==> config.mk <==
export PLATFORM = sky130hd
export DESIGN_NAME = svm_ctrl
export DESIGN_NICKNAME = d
export VERILOG_FILES = /design/src/rtl/core/svm_pkg.sv /design/src/rtl/core/svm_ctrl.sv
export SDC_FILE = /design/constraint.sdc
export NUM_CORES = 1
export LEC_CHECK = 0
export ABC_AREA = 1
export BUFFER_PORTS_ARGS = -buffer_cell sky130_fd_sc_hd__buf_4
export CAP_MARGIN = 40
export CORE_AREA = 2 2 39 41
export DETAILED_ROUTE_END_ITERATION = 6
export DIE_AREA = 0 0 41 43
export GPL_TIMING_DRIVEN = 0
export PLACE_DENSITY = 0.58
export SLEW_MARGIN = 20
export SYNTH_ARGS = -nofsm -noshare
export SYNTH_HDL_FRONTEND = slang
export SYNTH_SLANG_ARGS = --single-unit
==> constraint.sdc <==
create_clock -name clk -period 1.2 [get_ports clk]
set_input_delay 0.36 -clock clk [delete_from_list [all_inputs] [get_ports clk]]
set_output_delay 0.36 -clock clk [all_outputs]
set_load 0.05 [all_outputs]
==> src/rtl/core/svm_pkg.sv <==
`default_nettype none
package svm_pkg;

  typedef enum logic [4:0] {
    OP_NOP           = 5'd0,
    OP_PUSH          = 5'd1,
    OP_POP           = 5'd2,
    OP_LOCAL_GET     = 5'd3,
    OP_LOCAL_SET     = 5'd4,
    OP_ADD           = 5'd5,
    OP_SUB           = 5'd6,
    OP_MUL           = 5'd7,
    OP_DIV           = 5'd8,
    OP_EQ            = 5'd9,
    OP_LOAD8U        = 5'd10,
    OP_LOAD16U       = 5'd11,
    OP_LT_S          = 5'd12,
    OP_LT_U          = 5'd13,
    OP_LOAD32        = 5'd14,
    OP_JUMP          = 5'd15,
    OP_JZ            = 5'd16,
    OP_JNZ           = 5'd17,
    OP_RETURN        = 5'd18,
    OP_PRINT         = 5'd19,
    OP_PRELOAD_MEM   = 5'd20,
    OP_PRELOAD_LOCAL = 5'd21
  } op_t;

  typedef enum logic [3:0] {
    ST_OK        = 4'd0,
    ST_RETURNED  = 4'd1,
    ST_PC_RANGE  = 4'd2,
    ST_UNDERFLOW = 4'd3,
    ST_BAD_LOCAL = 4'd4,
    ST_DIV_ZERO  = 4'd5,
    ST_MEM_OOB   = 4'd6,
    ST_BAD_OP    = 4'd7,
    ST_OVERFLOW  = 4'd8,
    ST_NONTERM   = 4'd9,
    ST_STOPPED   = 4'd10
  } status_t;

  typedef enum logic [3:0] {
    S_IDLE,
    S_CHECK,
    S_RD_B,
    S_RD_A,
    S_DIV_GO,
    S_DIV,
    S_MEM,
    S_FIN
  } state_t;

  localparam logic [1:0] CFG_CODE_LENGTH  = 2'd0;
  localparam logic [1:0] CFG_LOCALS_COUNT = 2'd1;
  localparam logic [1:0] CFG_MEMORY_SIZE  = 2'd2;

  typedef struct packed {
    logic capture;
    logic rd_top;
    logic rd_second;
    logic latch_b;
    logic latch_a;
    logic rd_local;
    logic div_start;
    logic mem_clr;
    logic mem_step;
    logic finish;
  } cmd_t;

  typedef struct packed {
    logic skip;
    logic need_pop;
    logic need_two;
    logic local_rd;
    logic is_load;
    logic is_div;
    logic div_by_zero;
    logic load_oob;
    logic load_done;
    logic div_done;
    logic out_free;
  } sts_t;

endpackage
`default_nettype wire

==> src/rtl/core/svm_ctrl.sv <==
`default_nettype none
module svm_ctrl (
  input  wire logic         clk,
  input  wire logic         rst_n,
  input  wire logic         in_tvalid,
  output logic              in_tready,
  input  wire svm_pkg::sts_t sts,
  output svm_pkg::cmd_t     cmd
);
  import svm_pkg::*;

  state_t state_r, state_nxt;

  always_ff @(posedge clk) begin
    if (!rst_n) state_r <= S_IDLE;
    else        state_r <= state_nxt;
  end

  always_comb begin
    state_nxt = state_r;
    cmd       = '0;
    in_tready = 1'b0;
    case (state_r)
      S_IDLE: begin
        in_tready = 1'b1;
        if (in_tvalid) begin
          cmd.capture = 1'b1;
          state_nxt   = S_CHECK;
        end
      end
      S_CHECK: begin
        if (sts.skip) begin
          state_nxt = S_FIN;
        end else if (sts.local_rd) begin
          cmd.rd_local = 1'b1;
          state_nxt    = S_FIN;
        end else if (sts.need_pop) begin
          cmd.rd_top = 1'b1;
          state_nxt  = S_RD_B;
        end else begin
          state_nxt = S_FIN;
        end
      end
      S_RD_B: begin
        cmd.latch_b = 1'b1;
        if (sts.need_two) begin
          cmd.rd_second = 1'b1;
          state_nxt     = S_RD_A;
        end else if (sts.is_load) begin
          cmd.mem_clr = 1'b1;
          state_nxt   = S_MEM;
        end else begin
          state_nxt = S_FIN;
        end
      end
      S_RD_A: begin
        cmd.latch_a = 1'b1;
        if (sts.is_div && !sts.div_by_zero) state_nxt = S_DIV_GO;
        else                                state_nxt = S_FIN;
      end
      S_DIV_GO: begin
        cmd.div_start = 1'b1;
        state_nxt     = S_DIV;
      end
      S_DIV: begin
        if (sts.div_done) state_nxt = S_FIN;
      end
      S_MEM: begin
        if (sts.load_oob || sts.load_done) state_nxt = S_FIN;
        else                               cmd.mem_step = 1'b1;
      end
      S_FIN: begin
        // hold until the output register can take the result
        if (sts.out_free) begin
          cmd.finish = 1'b1;
          state_nxt  = S_IDLE;
        end
      end
      default: state_nxt = S_IDLE;
    endcase
  end
endmodule
`default_nettype wire

# Word level (Yosys, flattened, before mapping)
# Index checks and enable logic that the tools add are counted.
# Widths: inputs -> output; s select.
# totals
register_bits	4
latchBits	0
ramBits	0
romBits	0
inputBits	14
out_inout_bits	11
elab_cells	49
mem_count	0
# classes
add_sub_neg	0
multipliers	0
div_mod_pow	0
magnitude_cmp	0
eq_ne	11
shift	0
n_mux	32
bitwise_logic	0
n_reduce_logical	5
# ops
cell	n
$pmux 4 s8	1
$mux 4	7
$mux 1	21
$eq 4x3->1 const B	4
$eq 4x2->1 const B	2
$ne 2x2->1 const B	4
$eq 4x1->1 const B	1
$logic_not 4->1	1
$mux 2	2
$reduce_and 4->1	1
$mux 3	1
$logic_and 1x1->1	1
$logic_not 1->1	1
$logic_or 1x1->1	1

# Longest topological paths before layout
# Gate-level depths: netlist of the first run.
# logic_depth
word_depth	4
ltp_mapped	8
depth_no_buf	8

# Worst setup path after synthesis of the first run
# OpenSTA, ideal clock, no wires.
# synth_timing
path_type	reg-to-output
start	register state_r[2]
end	output port cmd[4] in the netlist's numbering
arrival_ns	1.707
required_ns	0.840
path_slack_ns	-0.867
stages_incl_launch_ff	5
n_path_buf	1
path_cell_list	dfxtp_1 -> buf_2 -> nor2_1 -> inv_1 -> nor3_1
# synth_rtl
element	line	source
start, declared	svm_ctrl.sv:12	state_t state_r, state_nxt;
start signal, assigned	svm_ctrl.sv:16	else state_r <= state_nxt;
end, declared	svm_ctrl.sv:8	output svm_pkg::cmd_t cmd

==> results.sh, run 1 <==
export IMPL_status="finished with violations"
export IMPL_violations="negative setup slack"
export IMPL_io_buffers=24
export IMPL_nFillCells=131
export IMPL_finClkSkew_ns=0.006854
export IMPL_final_cells=118
export IMPL_drtIter0Drc=5
export IMPL_p_leak_nw=0.4019
export IMPL_crit_type="flop to output port"
export IMPL_die_y_um=43
export IMPL_synth_warnings=0
export IMPL_drc=0
export IMPL_io_pins=25
export IMPL_required_ns=0.84
export IMPL_syn_avg_cell_area_um2=5.318
export IMPL_min_path_cells=3
export IMPL_vdd_ir_drop_max_v=0.001024
export IMPL_largest_register_ffs=3
export IMPL_fin_crit_sh_pct=129.6
export IMPL_die_area_um2=1763
export IMPL_arrival_ns=1.20
export IMPL_drive_above_1_share_pct=68.63
export IMPL_relSlewSlack_pct=86.37
export IMPL_place_area_um2=661.9
export IMPL_dp_cells=104
export IMPL_r2r_end="state_r[0]"
export IMPL_reg2regPathDepth=7
export IMPL_layout_commonest_cell="buf_4"
export IMPL_gp_congestion=0.8705
export IMPL_cap_violations=0
export IMPL_grt_pass1_wl_mm=1.738
export IMPL_ys_seq_elements=3
export IMPL_max_freq_mhz=642.8
export IMPL_path_max_fanout=4
export IMPL_setup_violations=14
export IMPL_tightest_slew_ns=0.2043
export IMPL_first_pass_iters=2
export IMPL_wl_per_cell_um=10.55
export IMPL_finalMaxSlewViolations=0
export IMPL_pwr_density_cell_nw_per_um2=2590
export IMPL_crit_path_start_kind="flop"
export IMPL_hpwl_um=847
export IMPL_rsz0062_at_grt="yes"
export IMPL_cts_clk_slew_worst_paths_ns=0.04
export IMPL_reg_top3="state_r: 3 flops"
export IMPL_grt_use_total_pct=14.54
export IMPL_core_area_um2=1384
export IMPL_antenna_cells=0
export IMPL_r2r_slack_ns=-0.06
export IMPL_final_nets=117
export IMPL_final_core_util_pct=62.21
export IMPL_start_util_pct=24.59
export IMPL_wl_mm=1.245
export IMPL_viasPerCell=4.610
export IMPL_clock_sinks=3
export IMPL_final_area_um2=860.8
export IMPL_p_total_mw=2.230
export IMPL_hold_end="state_r[0]"
export IMPL_grt_max_degree=10
export IMPL_cts_path_max_buffers=2
export IMPL_drtAntennaViolNets=0
export IMPL_grt_overflow_total=0
export IMPL_largest_register="state_r"
export IMPL_synth_nets=78
export IMPL_min_period_ns=1.556
export IMPL_synthDistinctLibCells=17
export IMPL_layout_common_cells="buf_4 (23), nand2_1 (9), nor2_4 (9), buf_6 (9), inv_1 (7)"
export IMPL_area_delta_synth_final_pct=152.9
export IMPL_netlist_instances=64
export IMPL_setup_ws_ns=-0.3557
export IMPL_clkLatencyLatePin_ns=0.25
export IMPL_cts_made_buffers=3
export IMPL_clockRootBuffer="clkbuf_4"
export IMPL_rows=14
export IMPL_grt_pass1_vias=457
export IMPL_num_vias=544
export IMPL_dieWidth_um=41
export IMPL_crit_start="state_r[1]"
export IMPL_synth_area_um2=340.3
export IMPL_end_kind="output port"
export IMPL_cts_tree="yes"
export IMPL_r2r_start="state_r[2]"
export IMPL_htreeDepth=1
export IMPL_antenna_found_initial=0
export IMPL_hold_violations=0
export IMPL_min_path_type="primary input to flop"
export IMPL_min_from="rst_n"
export IMPL_synth_yosys_seq_area_share_pct=17.65
## area by class of cell
type / instances / area, um^2 / area share, %
multi-input combinational: 46 / 350.3 / 40.70
timing repair buffer: 35 / 319.1 / 37.06
sequential: 3 / 68.82 / 7.994
inverter: 13 / 61.31 / 7.122
clock buffer: 4 / 26.28 / 3.052
tap: 16 / 20.02 / 2.326
buffer: 1 / 15.01 / 1.744
## power breakdown
part / switching (mW) / internal, mW / total [mW] / leakage, nW
Clock: 0.0660 / 0.126 / 0.191 / 0.0150
Sequential: 0.104 / 0.173 / 0.276 / 0.0264
Combinational: 1.03 / 0.732 / 1.76 / 0.361
## critical path: stages, from the launching register on
cell and delay, ns:
dfxtp_4 0.36, inv_4 0.08, nand2_4 0.06, nor2_4 0.09, inv_2 0.06, nor3_4 0.11, buf_6 0.18
## stage by stage
stage	hold slack (ns)	setup slack [ns]	TNS, ns
CTS	0.3500	-0.3557	-3.434
global route	0.3597	-0.4094	-4.057
global placement	0.6061	-0.1937	-1.398
floorplan	0.4618	-0.2601	-1.731
detailed placement	0.6075	-0.1999	-1.442
finish	0.3465	-0.3557	-3.431
## how the worst max path moves through the flow
stage | endpoint | slack, ns | cells past startpoint
2_1_floorplan | cmd[4] | -0.26 | 5
3_3_place_gp | cmd[4] | -0.19 | 6
3_5_place_dp | cmd[8] | -0.20 | 5
4_1_cts | cmd[4] | -0.36 | 5
5_1_grt | cmd[4] | -0.41 | 6
6_report | cmd[4] | -0.36 | 6
## what timing repair did
| action | 4_1_cts | 5_1_grt |
|---|---|---|
| buffers inserted | 6 | 5 |
| gates resized for setup | 19 | 9 |
| cloned | 0 | 0 |
| hold buffers | 0 | 0 |
| pin swaps | 6 | 2 |
| setup endpoints to repair | 11 | 14 |
## layer usage
metal,up-vias,GRT usage [%],routed length (um)
met5,-,0,0
met4,0,8.000,26
met3,2,2.094,67
met2,16,23.75,687
met1,249,16.99,463
li1,277,-,-
## cell usage after synthesis, drive strengths merged
cell type	number	area, um^2
a21oi	3	15.01
a31oi	1	6.260
buf	2	16.26
dfxtp	3	60.06
inv	13	48.80
nand2	15	63.81
nand3	5	25.02
nand3b	1	7.510
nand4	1	6.260
nor2	13	56.31
nor3	4	20.02
o21ai	3	15.01
## kinds of logic (layout without fill, tap and decap cells)
| family | count (synthesis) | in the layout | share of synthesized area [%] |
|---|---|---|---|
| flip-flops | 3 | 3 | 17.65 |
| AND/OR/NAND/NOR | 39 | 39 | 52.58 |
| buffers and inverters | 15 | 53 | 19.12 |
| AO/OA/AOI/OAI | 7 | 7 | 10.66 |
(Power assumes the default switching activity.)
==> inputs of run 2 (changes only) <==
--- a/config.mk
+++ b/config.mk
@@ -5,7 +5,6 @@
 export SDC_FILE = /design/constraint.sdc
 export NUM_CORES = 1
 export LEC_CHECK = 0
-export ABC_AREA = 1
 export BUFFER_PORTS_ARGS = -buffer_cell sky130_fd_sc_hd__buf_4
 export CAP_MARGIN = 40
 export CORE_AREA = 2 2 39 41
==> results.sh, run 2 <==
export IMPL_status="finished with violations"
export IMPL_violations="negative setup slack"
export IMPL_min_period_ns=1.585
export IMPL_synth_area_leader_cell="dfxtp_1"
export IMPL_viasPerCell=4.944
export IMPL_setup_violations=13
export IMPL_path_cells="buf_6 -> nor2b_4 -> nand4b_1 -> inv_4 -> buf_8"
export IMPL_reg_top3="state_r: 3 flops"
export IMPL_tightest_slew_ns=0.2468
export IMPL_die_y_um=43
export IMPL_largest_register_ffs=3
export IMPL_vdd_ir_drop_max_v=0.0009834
export IMPL_fin_crit_sh_pct=132.1
export IMPL_gp_congestion=0.7379
export IMPL_worst_path_max_delay_cell="dfxtp_2"
export IMPL_final_core_util_pct=64.74
export IMPL_clock_sinks=3
export IMPL_start_util_pct=25.05
export IMPL_required_ns=0.84
export IMPL_end_kind="output port"
export IMPL_die_area_um2=1763
export IMPL_cts_tree="yes"
export IMPL_crit_type="flop to output port"
export IMPL_wl_mm=1.390
export IMPL_rows=14
export IMPL_relSlewSlack_pct=83.41
export IMPL_num_vias=534
export IMPL_grt_use_total_pct=18.93
export IMPL_finalMaxSlewViolations=0
export IMPL_synth_edff_count=0
export IMPL_hpwl_um=848.4
export IMPL_layout_commonest_cell="buf_4"
export IMPL_rsz0062_at_grt="yes"
export IMPL_synthArstFlopShare_pct=0
export IMPL_cap_violations=0
export IMPL_path_max_fanout=5
export IMPL_first_pass_iters=4
export IMPL_grt_max_degree=7
export IMPL_clockRootBuffer="clkbuf_4"
export IMPL_grt_pass1_wl_mm=2.214
export IMPL_htreeDepth=1
export IMPL_synth_area_um2=346.6
export IMPL_pwr_share_clk_pct=11.9
export IMPL_grt_pass1_vias=561
export IMPL_swShare_pct=43.48
export IMPL_synthDistinctLibCells=29
export IMPL_wl_per_cell_um=12.87
export IMPL_io_pins=25
export IMPL_drtAntennaViolNets=0
export IMPL_whs_ns=0.3943
export IMPL_setup_ws_ns=-0.3853
export IMPL_hold_violations=0
export IMPL_netlist_instances=48
export IMPL_antenna_cells=0
export IMPL_dieWidth_um=41
export IMPL_dp_cells=88
export IMPL_core_area_um2=1384
export IMPL_grt_overflow_total=0
export IMPL_cts_made_buffers=3
export IMPL_synth_yosys_seq_area_share_pct=17.33
export IMPL_io_buffers=24
export IMPL_synth_warnings=0
export IMPL_path_buf_inv=3
export IMPL_min_path_type="primary input to flop"
export IMPL_syn_avg_cell_area_um2=7.220
export IMPL_synth_most_common_cell="nand2_1"
export IMPL_drtIter0Drc=4
export IMPL_finClkSkew_ns=0.0006980
export IMPL_cp_top_family="buffers and inverters"
export IMPL_pwr_share_seq_pct=12.5
export IMPL_largest_register="state_r"
export IMPL_ys_top_cells_by_area="dfxtp_1 (17%), nand2_1 (5.4%), nand4b_1 (5.1%), nor3_1 (4.3%), a221oi_2 (4.3%)"
export IMPL_power_internal_mw=0.8151
export IMPL_power_switching_mw=0.6271
export IMPL_cts_path_max_buffers=2
export IMPL_synth_nets=62
export IMPL_cts_clk_slew_worst_paths_ns=0.04
export IMPL_final_cells=108
export IMPL_layout_common_cells="buf_4 (23), buf_6 (11), buf_8 (8)"
export IMPL_p_leak_nw=0.4179
export IMPL_yosys_area_top_type_share_pct=17.33
export IMPL_drive_above_1_share_pct=77.17
export IMPL_pre_cts_slack_ns=-0.2726
export IMPL_cts_hold_buf=0
export IMPL_cp_slowest_stage_delay_ns=0.32
export IMPL_drc=0
export IMPL_synthTopCellsByCount="nand2_1 (5), inv_1 (4), nor2_1 (4)"
export IMPL_final_nets=107
export IMPL_power_frac_comb_pct=75.6
export IMPL_max_freq_mhz=630.8
export IMPL_area_delta_synth_final_pct=158.5
export IMPL_ys_seq_elements=3
export IMPL_pwr_density_cell_nw_per_um2=1610
export IMPL_clkLatencyLatePin_ns=0.23
export IMPL_antenna_found_initial=0
export IMPL_crit_path_start_kind="flop"
export IMPL_arrival_ns=1.23
export IMPL_dominantRegCellSynth="dfxtp_1"
-- run 2: changes by cell type after synthesis, moves of 3 or more --
cell / delta
nor2_2: -3
nand2_1: -7
nand2_2: -3
inv_1: -7
nor2_1: -6
nand3_1: -5
-- run 2: logic make-up (layout without fill, tap and decap cells) --
| logic type | count (synthesis) | after routing | synth area share (%) |
|---|---|---|---|
| buf+inv | 8 | 52 | 11.55 |
| flops | 3 | 3 | 17.33 |
| compound gates | 9 | 9 | 20.58 |
| mux | 1 | 1 | 2.888 |
| simple gates | 27 | 27 | 47.65 |
-- run 2: power by group through the flow --
| stage | clock (mW) | combinational, mW | sequential, mW |
|---|---|---|---|
| 6_report | 0.171 | 1.09 | 0.181 |
| 5_1_grt | 0.190 | 1.15 | 0.186 |
| 4_1_cts | 0.184 | 1.00 | 0.189 |
| 3_5_place_dp | 0 | 0.704 | 0.166 |
| 3_3_place_gp | 0 | 0.700 | 0.168 |
| 2_1_floorplan | 0 | 0.544 | 0.157 |
-- run 2: stage by stage --
step | area [um^2] | setup TNS, ns | total power, mW
floorplan | 406.6 | -1.189 | 0.7007
global placement | 606.8 | -1.676 | 0.8681
detailed placement | 606.8 | -1.748 | 0.8702
CTS | 862.1 | -3.538 | 1.375
global route | 895.9 | -4.064 | 1.522
finish | 895.9 | -3.522 | 1.442
-- run 2: final cells by class --
cell class | instances | area [um^2]
plain buffers | 3 | 41.29
clock buffers | 4 | 26.28
fillers | 115 | 488.0
inverters | 5 | 21.27
multi-input cells | 37 | 337.8
flip-flops and latches | 3 | 68.82
well taps | 16 | 20.02
repair buffers | 40 | 380.4
-- run 2: timing repair --
item | 4_1_cts | 5_1_grt
pin swaps | 7 | 6
gates cloned | 1 | 0
endpoints found under the hold margin | 0 | 0
setup buffers | 12 | 3
setup endpoints to repair | 11 | 14
gates resized for setup | 36 | 3
-- run 2: worst register-to-register path, stage by stage, from the launching register on --
cell and delay, ns:
dfxtp_2 0.32, buf_6 0.13, nor2b_4 0.13, nand4b_1 0.18, buf_4 0.18, nand4b_1 0.09
mux2i_1 0.07
-- run 2: final timing paths --
| kind | start | endpoint | slack [ns] | depth (start not counted) |
|---|---|---|---|---|
| max | state_r[2] | cmd[8] | -0.39 | 5 |
| min | rst_n | state_r[1] | 0.39 | 2 |
| max reg2reg | state_r[2] | state_r[0] | -0.03 | 6 |
| min reg2reg | state_r[0] | state_r[0] | 0.79 | 4 |
-- run 2: per-layer routing --
| layer | vias to the layer above | track usage [%] | routed length (um) |
|---|---|---|---|
| met5 | - | 0 | 0 |
| met4 | 0 | 12.67 | 0 |
| met3 | 0 | 5.759 | 76 |
| met2 | 15 | 30.63 | 819 |
| met1 | 261 | 19.48 | 494 |
| li1 | 258 | - | - |
==> inputs of run 3 (changes only) <==
--- a/config.mk
+++ b/config.mk
@@ -12,6 +12,7 @@
 export DIE_AREA = 0 0 41 43
 export GPL_TIMING_DRIVEN = 0
 export PLACE_DENSITY = 0.58
+export SETUP_SLACK_MARGIN = 0.15
 export SLEW_MARGIN = 20
 export SYNTH_ARGS = -nofsm -noshare
 export SYNTH_HDL_FRONTEND = slang
==> constraint.sdc (replaced) <==
create_clock -name clk -period 1.75 [get_ports clk]
set_input_delay 0.525 -clock clk [delete_from_list [all_inputs] [get_ports clk]]
set_output_delay 0.525 -clock clk [all_outputs]
set_load 0.05 [all_outputs]
==> results.sh, run 3 (synthesis gave the netlist of run 2 again) <==
export IMPL_antenna_found_initial=0
export IMPL_drive_above_1_share_pct=73.91
export IMPL_fin_crit_sh_pct=100.6
export IMPL_viasPerCell=4.713
export IMPL_vdd_ir_drop_max_v=0.0007605
export IMPL_layout_common_cells="buf_4 (23), buf_8 (10), buf_6 (10)"
export IMPL_gp_congestion=0.7367
export IMPL_arrival_ns=1.24
export IMPL_die_y_um=43
export IMPL_min_path_type="primary input to flop"
export IMPL_layout_commonest_cell="buf_4"
export IMPL_cts_tree="yes"
export IMPL_htreeDepth=1
export IMPL_required_ns=1.22
export IMPL_end_kind="output port"
export IMPL_io_buffers=24
export IMPL_worst_path_max_delay_cell="dfxtp_2"
export IMPL_grt_use_total_pct=18.66
export IMPL_cts_path_max_buffers=2
export IMPL_crit_start="state_r[2]"
export IMPL_drtIter0Drc=11
export IMPL_rsz0062_at_grt="yes"
export IMPL_finClkSkew_ns=0.001691
export IMPL_largest_register="state_r"
export IMPL_min_from="rst_n"
export IMPL_largest_register_ffs=3
export IMPL_tns_ns=-0.01049
export IMPL_pwr_density_cell_nw_per_um2=1069
export IMPL_cap_violations=0
export IMPL_die_area_um2=1763
export IMPL_wl_per_cell_um=13.92
export IMPL_reg_top3="state_r: 3 flops"
export IMPL_r2r_start="state_r[2]"
export IMPL_cts_hold_buf=0
export IMPL_setup_ws_ns=-0.01049
export IMPL_crit_type="flop to output port"
export IMPL_core_area_um2=1384
export IMPL_status="finished with violations"
export IMPL_crit_path_start_kind="flop"
export IMPL_grt_pass1_wl_mm=2.166
export IMPL_drc=0
export IMPL_clockRootBuffer="clkbuf_4"
export IMPL_start_util_pct=25.05
export IMPL_wl_mm=1.503
export IMPL_setup_violations=1
export IMPL_cp_slowest_stage_delay_ns=0.32
export IMPL_clkLatencyLatePin_ns=0.23
export IMPL_tightest_slew_ns=0.3348
export IMPL_relSlewSlack_pct=77.47
export IMPL_hold_violations=0
export IMPL_cts_clk_slew_worst_paths_ns=0.04
export IMPL_grt_pass1_vias=505
export IMPL_first_pass_iters=3
export IMPL_hpwl_um=794.9
export IMPL_rows=14
export IMPL_drtAntennaViolNets=0
export IMPL_finalMaxSlewViolations=0
export IMPL_num_vias=509
export IMPL_clock_sinks=3
export IMPL_path_cells="buf_6 -> nor2b_4 -> nand4b_1 -> inv_2 -> buf_8"
export IMPL_area_delta_synth_final_pct=157.0
export IMPL_grt_max_degree=8
export IMPL_violations="negative setup slack"
export IMPL_p_leak_nw=0.4256
export IMPL_whs_ns=0.5326
export IMPL_antenna_cells=0
export IMPL_cts_made_buffers=3
export IMPL_io_pins=25
export IMPL_max_freq_mhz=568.0
export IMPL_final_nets=107
export IMPL_path_max_fanout=6
export IMPL_dieWidth_um=41
export IMPL_min_period_ns=1.760
export IMPL_grt_overflow_total=0
## run 3: report_power, final
part,switching [mW],internal (mW)
combinational,0.356,0.351
clock,0.0361,0.0855
sequential,0.0284,0.0958
total,0.420,0.532
## run 3: final timing paths
path | end | slack (ns) | cells past startpoint
setup / recovery | cmd[8] | -0.01 | 5
hold reg to reg | state_r[0] | 0.81 | 4
hold / removal | state_r[1] | 0.53 | 2
setup reg to reg | state_r[0] | 0.13 | 10
## run 3: layer usage
metal / share of wire (%) / GRT usage (%)
met5: 0 / 0
met3: 3.2 / 3.665
met1: 40 / 22.76
met4: 0 / 10.00
met2: 57 / 29.06
## run 3: stage by stage
step / utilization (%) / instance area, um^2 / power [mW] / instances / worst slack, ns
floorplan: - / 385.4 / 0.4582 / 48 / -0.07257
global placement: 42.31 / 585.6 / 0.5724 / 88 / -0.006124
detailed placement: 42.31 / 585.6 / 0.5758 / 88 / -0.02550
CTS: 59.86 / 828.3 / 0.8930 / 107 / 0.03408
global route: 64.38 / 890.9 / 1.014 / 108 / -0.07087
finish: 64.38 / 890.9 / 0.9526 / 108 / -0.01049
## run 3: cell type report
| type | instances | area [um^2] |
|---|---|---|
| Clock buffer | 4 | 26.28 |
| Inverter | 5 | 18.77 |
| Tap cell | 16 | 20.02 |
| Timing Repair Buffer | 40 | 394.1 |
| Multi-Input combinational cell | 37 | 321.6 |
| Sequential cell | 3 | 68.82 |
| Buffer | 3 | 41.29 |
| Fill cell | 117 | 493.0 |
## run 3: worst max-delay path, delay by kind of cell (launching register included)
kind	cells	cell delay [ns]
buf+inv	3	0.39
simple gates	2	0.29
flops	1	0.32
## run 3: what timing repair did
item	in CTS	in global routing
setup endpoints to repair	11	12
setup buffers	15	1
pin swaps	4	3
gates resized for setup	30	15
